File: config.mk
export PLATFORM = sky130hd
export DESIGN_NAME = bmpt_mulmod
export DESIGN_NICKNAME = d
export VERILOG_FILES = /design/src/design/bmpt_pkg.sv /design/src/design/bmpt_mulmod.sv
export SDC_FILE = /design/constraint.sdc
export NUM_CORES = 1
export LEC_CHECK = 0
export BUFFER_PORTS_ARGS = -buffer_cell sky130_fd_sc_hd__buf_2
export CORE_MARGIN = 1
export CORE_UTILIZATION = 60
export DETAILED_ROUTE_END_ITERATION = 10
export PLACE_DENSITY_LB_ADDON = 0.15
export SYNTH_ARGS = -nofsm -noshare
export SYNTH_HDL_FRONTEND = slang
export SYNTH_SLANG_ARGS = --single-unit
File: constraint.sdc
create_clock -name clk -period 8.3 [get_ports clk]
set_clock_uncertainty 0.15 [all_clocks]
set_input_delay 0.415 -clock clk [delete_from_list [all_inputs] [get_ports clk]]
set_output_delay 0.415 -clock clk [all_outputs]
set_load 0.03 [all_outputs]
File: src/design/bmpt_pkg.sv
// ----------------------------------------------------------------------------
// bmpt_pkg: shared constants and types
// Widths, register indexes, operation and status codes, and the request
// bundle for the modular multiplier.
// ----------------------------------------------------------------------------
package bmpt_pkg;

  localparam int DATA_W      = 31;
  localparam int IDX_W       = 12;
  localparam int TABLE_DEPTH = 4096;
  localparam int CNT_W       = 5;

  localparam logic [DATA_W-1:0] MOD_RESET   = 31'd1000000007;
  localparam logic [IDX_W-1:0]  LIMIT_RESET = 12'd4095;

  localparam logic REG_MODULUS = 1'b0;
  localparam logic REG_LIMIT   = 1'b1;

  localparam logic OP_BUILD = 1'b0;
  localparam logic OP_QUERY = 1'b1;

  localparam logic [1:0] ST_OK        = 2'd0;
  localparam logic [1:0] ST_RANGE     = 2'd1;
  localparam logic [1:0] ST_NOT_BUILT = 2'd2;

  typedef struct packed {
    logic              go;
    logic [DATA_W-1:0] a;
    logic [DATA_W-1:0] b;
    logic [DATA_W-1:0] m;
  } mm_req_t;

endpackage

File: src/design/bmpt_mulmod.sv
// ----------------------------------------------------------------------------
// bmpt_mulmod: bit-serial modular multiplier
// Reduces b modulo m one bit per cycle, then forms a*b mod m by Horner
// over the bits of a, doubling and adding in alternate cycles.
// ----------------------------------------------------------------------------
module bmpt_mulmod
  import bmpt_pkg::*;
(
  input  logic              clk,
  input  logic              rst_n,
  input  mm_req_t           req,
  output logic              done,
  output logic [DATA_W-1:0] result
);

  localparam logic [1:0] M_IDLE = 2'd0;
  localparam logic [1:0] M_RED  = 2'd1;
  localparam logic [1:0] M_DBL  = 2'd2;
  localparam logic [1:0] M_ADD  = 2'd3;
  localparam logic [CNT_W-1:0] LAST = CNT_W'(DATA_W - 1);

  logic [1:0]        state_r, state_nxt;
  logic [CNT_W-1:0]  cnt_r, cnt_nxt;
  logic              done_r, done_nxt;
  logic [DATA_W-1:0] a_r, a_nxt, b_r, b_nxt, m_r, m_nxt;
  logic [DATA_W-1:0] rem_r, rem_nxt, acc_r, acc_nxt;
  logic [DATA_W:0]   t, t_red;

  // one shared conditional subtract
  always_comb begin
    case (state_r)
      M_RED:   t = {rem_r, b_r[DATA_W-1]};
      M_DBL:   t = {acc_r, 1'b0};
      M_ADD:   t = a_r[DATA_W-1] ? ({1'b0, acc_r} + {1'b0, rem_r}) : {1'b0, acc_r};
      default: t = '0;
    endcase
    t_red = (t >= {1'b0, m_r}) ? (t - {1'b0, m_r}) : t;
  end

  always_comb begin
    state_nxt = state_r;
    cnt_nxt   = cnt_r;
    done_nxt  = 1'b0;
    a_nxt     = a_r;
    b_nxt     = b_r;
    m_nxt     = m_r;
    rem_nxt   = rem_r;
    acc_nxt   = acc_r;
    case (state_r)
      M_IDLE: begin
        if (req.go) begin
          a_nxt     = req.a;
          b_nxt     = req.b;
          m_nxt     = req.m;
          rem_nxt   = '0;
          cnt_nxt   = '0;
          state_nxt = M_RED;
        end
      end
      M_RED: begin
        rem_nxt = t_red[DATA_W-1:0];
        b_nxt   = {b_r[DATA_W-2:0], 1'b0};
        if (cnt_r == LAST) begin
          cnt_nxt   = '0;
          acc_nxt   = '0;
          state_nxt = M_DBL;
        end else begin
          cnt_nxt = cnt_r + 1'b1;
        end
      end
      M_DBL: begin
        acc_nxt   = t_red[DATA_W-1:0];
        state_nxt = M_ADD;
      end
      M_ADD: begin
        acc_nxt = t_red[DATA_W-1:0];
        a_nxt   = {a_r[DATA_W-2:0], 1'b0};
        if (cnt_r == LAST) begin
          done_nxt  = 1'b1;
          state_nxt = M_IDLE;
        end else begin
          cnt_nxt   = cnt_r + 1'b1;
          state_nxt = M_DBL;
        end
      end
      default: state_nxt = M_IDLE;
    endcase
  end

  always_ff @(posedge clk) begin
    if (!rst_n) begin
      state_r <= M_IDLE;
      cnt_r   <= '0;
      done_r  <= 1'b0;
    end else begin
      state_r <= state_nxt;
      cnt_r   <= cnt_nxt;
      done_r  <= done_nxt;
    end
    a_r   <= a_nxt;
    b_r   <= b_nxt;
    m_r   <= m_nxt;
    rem_r <= rem_nxt;
    acc_r <= acc_nxt;
  end

  assign done   = done_r;
  assign result = acc_r;

endmodule

==> impl_metrics.json <==
{
  "status": "finished, violations left",
  "violations": "design-rule violations",
  "cts_tree": "yes",
  "area_growth_pct": 14.41,
  "path_class": "flip-flop to flip-flop",
  "synth_edf_count": 155,
  "reg2reg_depth": 19,
  "synth_top_area_frac": 0.4120,
  "crit_slowest_cell": "and2_1",
  "async_flop_share": 0,
  "rsz0062_at_grt": "false",
  "syn_area_per_cell_um2": 9.140,
  "min_period_ns": 6.507,
  "finalHoldViolCount": 0,
  "crit_arrival_ns": 6.54,
  "core_area_um2": 18210,
  "antennaDiodeCount": 0,
  "r2r-end": "result[17]",
  "whs_endpoint": "m_r[30]",
  "grt_overflow": 0,
  "r2r-start": "result[0]",
  "grt.total_usage": 0.3144,
  "cap_violations": 0,
  "root_buffer": "clkbuf_16",
  "grt_pass1_vias": 9241,
  "grt_antenna_before_repair": 0,
  "synthSimpleGateAreaFrac": 0.2006,
  "tightest_slew_ns": 1.137,
  "dpl.hpwl_mm": 21.27,
  "synth_most_common_cell": "nand2_1",
  "wl_per_cell_um": 18.78,
  "start_util": 0.6204,
  "p_per_area_nw_per_um2": 165.7,
  "cp_num_buf_inv": 1,
  "netlist_instances": 1236,
  "tns_ns": 0,
  "clock_latency_ns": 0.44,
  "grt_use_met1": 0.4510,
  "slew_viol_final": 0,
  "syn_nets": 1398,
  "cts_post_setup_buffers_inserted": 0,
  "post-route-period-util": 0.7839,
  "synth-xor-area-share": 0.02558,
  "hold_start": "req[30]",
  "final_layout_size_suffix_gt1_frac": 0.1546,
  "drt_iter0_drc": 1181,
  "grt_use_met3": 0.04542,
  "synth_seq_area_share": 0.4262,
  "ant_nets": 0,
  "grt_first_pass_wirelength_mm": 47.71,
  "grt-busiest-layer": "met2",
  "hold_path.class": "input port to flip-flop",
  "required_ns": 8.33,
  "cellLeakagePower_nw": 5.780,
  "grtUsageMet2": 0.4872,
  "pre_cts_slack_ns": 2.114,
  "clock.fmax_mhz": 153.7,
  "synth_area_um2": 11300,
  "synth_top_family_by_area": "compound AO/OA/AOI/OAI gates",
  "path_delay_family": "compound AO/OA/AOI/OAI gates",
  "synth_area_leaders": "edfxtp_1, nand2_1, ha_1",
  "num_vias": 9987,
  "die_x_um": 139.2,
  "dp.cells": 1544,
  "finalNonFillerCells": 1600,
  "die_y_um": 139.2,
  "fin_nets": 1520,
  "h-tree-depth": 4,
  "clkSinkCount": 163,
  "synth_mux_area_frac": 0.02691,
  "rows": 49,
  "cts.clk_slew.worst_paths_ns": 0.07,
  "drc_errors": 8,
  "ys_seq_elements": 163,
  "first_pass_iters": 9,
  "synth-adder-area-share": 0.07443,
  "worst-r2r-setup-slack_ns": 1.79,
  "ctsResizeCount": 0,
  "peakVddDrop_mv": 0.1426,
  "setup_violations": 0,
  "dieArea_um2": 19380,
  "cp_max_fo": 29,
  "synth_top_area_cell": "edfxtp_1",
  "io_buffers": 127,
  "relSlewSlack": 0.2417,
  "synth.distinct_cells": 81,
  "synth_compound_area_frac": 0.2049,
  "wl_mm": 30.04,
  "cts_buffers": 17,
  "grt_max_degree": 63,
  "ios": 128,
  "fin_ws_ns": 1.793,
  "cpPeakStageDelay_ns": 0.95,
  "end_kind": "flip-flop",
  "hold_depth": 1,
  "start_kind": "flip-flop",
  "yosysWarningCount": 0,
  "synthFlopType": "edfxtp_1",
  "path_cells": "ha_1 > fa_1 > a21o_1 > a221oi_2 > o211ai_1 > nand3_1 > nand2_1 > xor2_1 > a221oi_1 > inv_1 > ha_1 > nand4_1 > o22a_1 > a21oi_1 > o31ai_1 > nor4b_4 > and2_1 > a31oi_1 > and2_1",
  "vias_per_cell": 6.242,
  "yosys-top-cells-count": "nand2_1, edfxtp_1, a21oi_1",
  "finalWeightedCongestion": 0.9800,
  "ctsLongestPathBuffers": 2
}
[routing by layer]
layer	wire length (µm)	up-vias	share of wire
met5	0	-	0
met4	728	0	0.024
met3	2668	55	0.089
met2	13510	524	0.45
met1	13130	4616	0.44
li1	-	4792	-
[report_power, final]
group	total [W]	switching, W	leakage (nW)	internal (W)
sequential	0.000984	0.0000248	1.65	0.000959
clock	0.000807	0.000373	0.301	0.000434
combinational	0.000352	0.000212	3.83	0.000140
[cells by family (layout without fill, tap and decap cells)]
group	Yosys count	count (layout)
simple gates	494	494
compound gates	337	337
flops	163	163
buf+inv	115	250
mux	28	28
xor+xnor	33	33
fa+ha+maj	66	66
[worst max path at each step]
stage / cells past startpoint / start / endpoint / slack (ns)
detailed placement: 19 / result[0] / rem_r[0] / 2.11
CTS: 19 / result[0] / result[12] / 1.96
global placement: 19 / result[0] / rem_r[12] / 2.16
floorplan: 6 / state_r[1] / b_r[0] / 1.97
finish: 19 / result[0] / result[17] / 1.79
global route: 19 / result[0] / result[12] / 1.48
[area by class of cell]
cell class              count  area, µm²
clock buffers              17      425.4
clock inverters            15      181.4
fillers                  1433       5284
inverters                  55      206.4
multi-input cells         958       6045
flip-flops and latches    163       4815
well taps                 229      286.5
repair buffers            163      965.9
[repair_timing]
| action | in CTS | in global routing |
|---|---|---|
| hold buffers | 23 | 1 |
| hold endpoints to repair | 23 | 1 |
| setup endpoints to repair | 0 | 0 |
[worst register-to-register path: cells and delay by family, from the launching register on]
family	cells	cell delay, ns
AO/OA/AOI/OAI	8	2.26
AND/OR/NAND/NOR	6	2.11
adder cells (fa/ha/maj)	3	1.04
flip-flops	1	0.43
XOR/XNOR	1	0.18
buffers and inverters	1	0.11
[sequential cells by signal, summed over array words and instances (netlist names)]
name / cells
a_r: 31
b_r: 31
done: 1
rem_r: 31
result: 31
cnt_r: 5
state_r: 2
m_r: 31
[cells in the final DEF (no fill, tap or decap), drive strengths merged, types with 6 or more instances in the layout]
cell type / netlist / layout
clkinv: 0 / 6
o211ai: 16 / 16
nand2: 264 / 264
nand3: 30 / 30
nand2b: 7 / 7
mux2i: 18 / 18
clkbuf: 43 / 17
dlygate4sd3: 0 / 24
a31oi: 10 / 10
a21oi: 88 / 88
a211o: 7 / 7
nor2: 62 / 62
ha: 64 / 64
mux2: 10 / 10
a21o: 20 / 20
nor3: 19 / 19
dfxtp: 8 / 8
a22oi: 18 / 18
o31ai: 7 / 7
xnor2: 17 / 17
nand4: 19 / 19
or2: 9 / 9
o21bai: 8 / 8
o21a: 11 / 11
or3: 11 / 11
inv: 55 / 63
xor2: 16 / 16
edfxtp: 155 / 155
a211oi: 17 / 17
and2: 29 / 29
buf: 17 / 139
nor2b: 13 / 13
o22ai: 11 / 11
o21ai: 57 / 57
a22o: 17 / 17
and3: 16 / 16
[metrics by stage]
stage	cell area, µm²	hold slack [ns]	total power (W)	util
after global routing	12920	0.0005932	0.002218	0.7098
after global placement	12080	0.3366	0.001330	0.6633
after CTS	12910	0.0005572	0.002141	0.7093
after floorplan	11300	0.3336	0.001243	-
final	12920	0.006466	0.002142	0.7098
after detailed placement	12080	0.3439	0.001336	0.6633
Power figures use the tool's default switching activity.
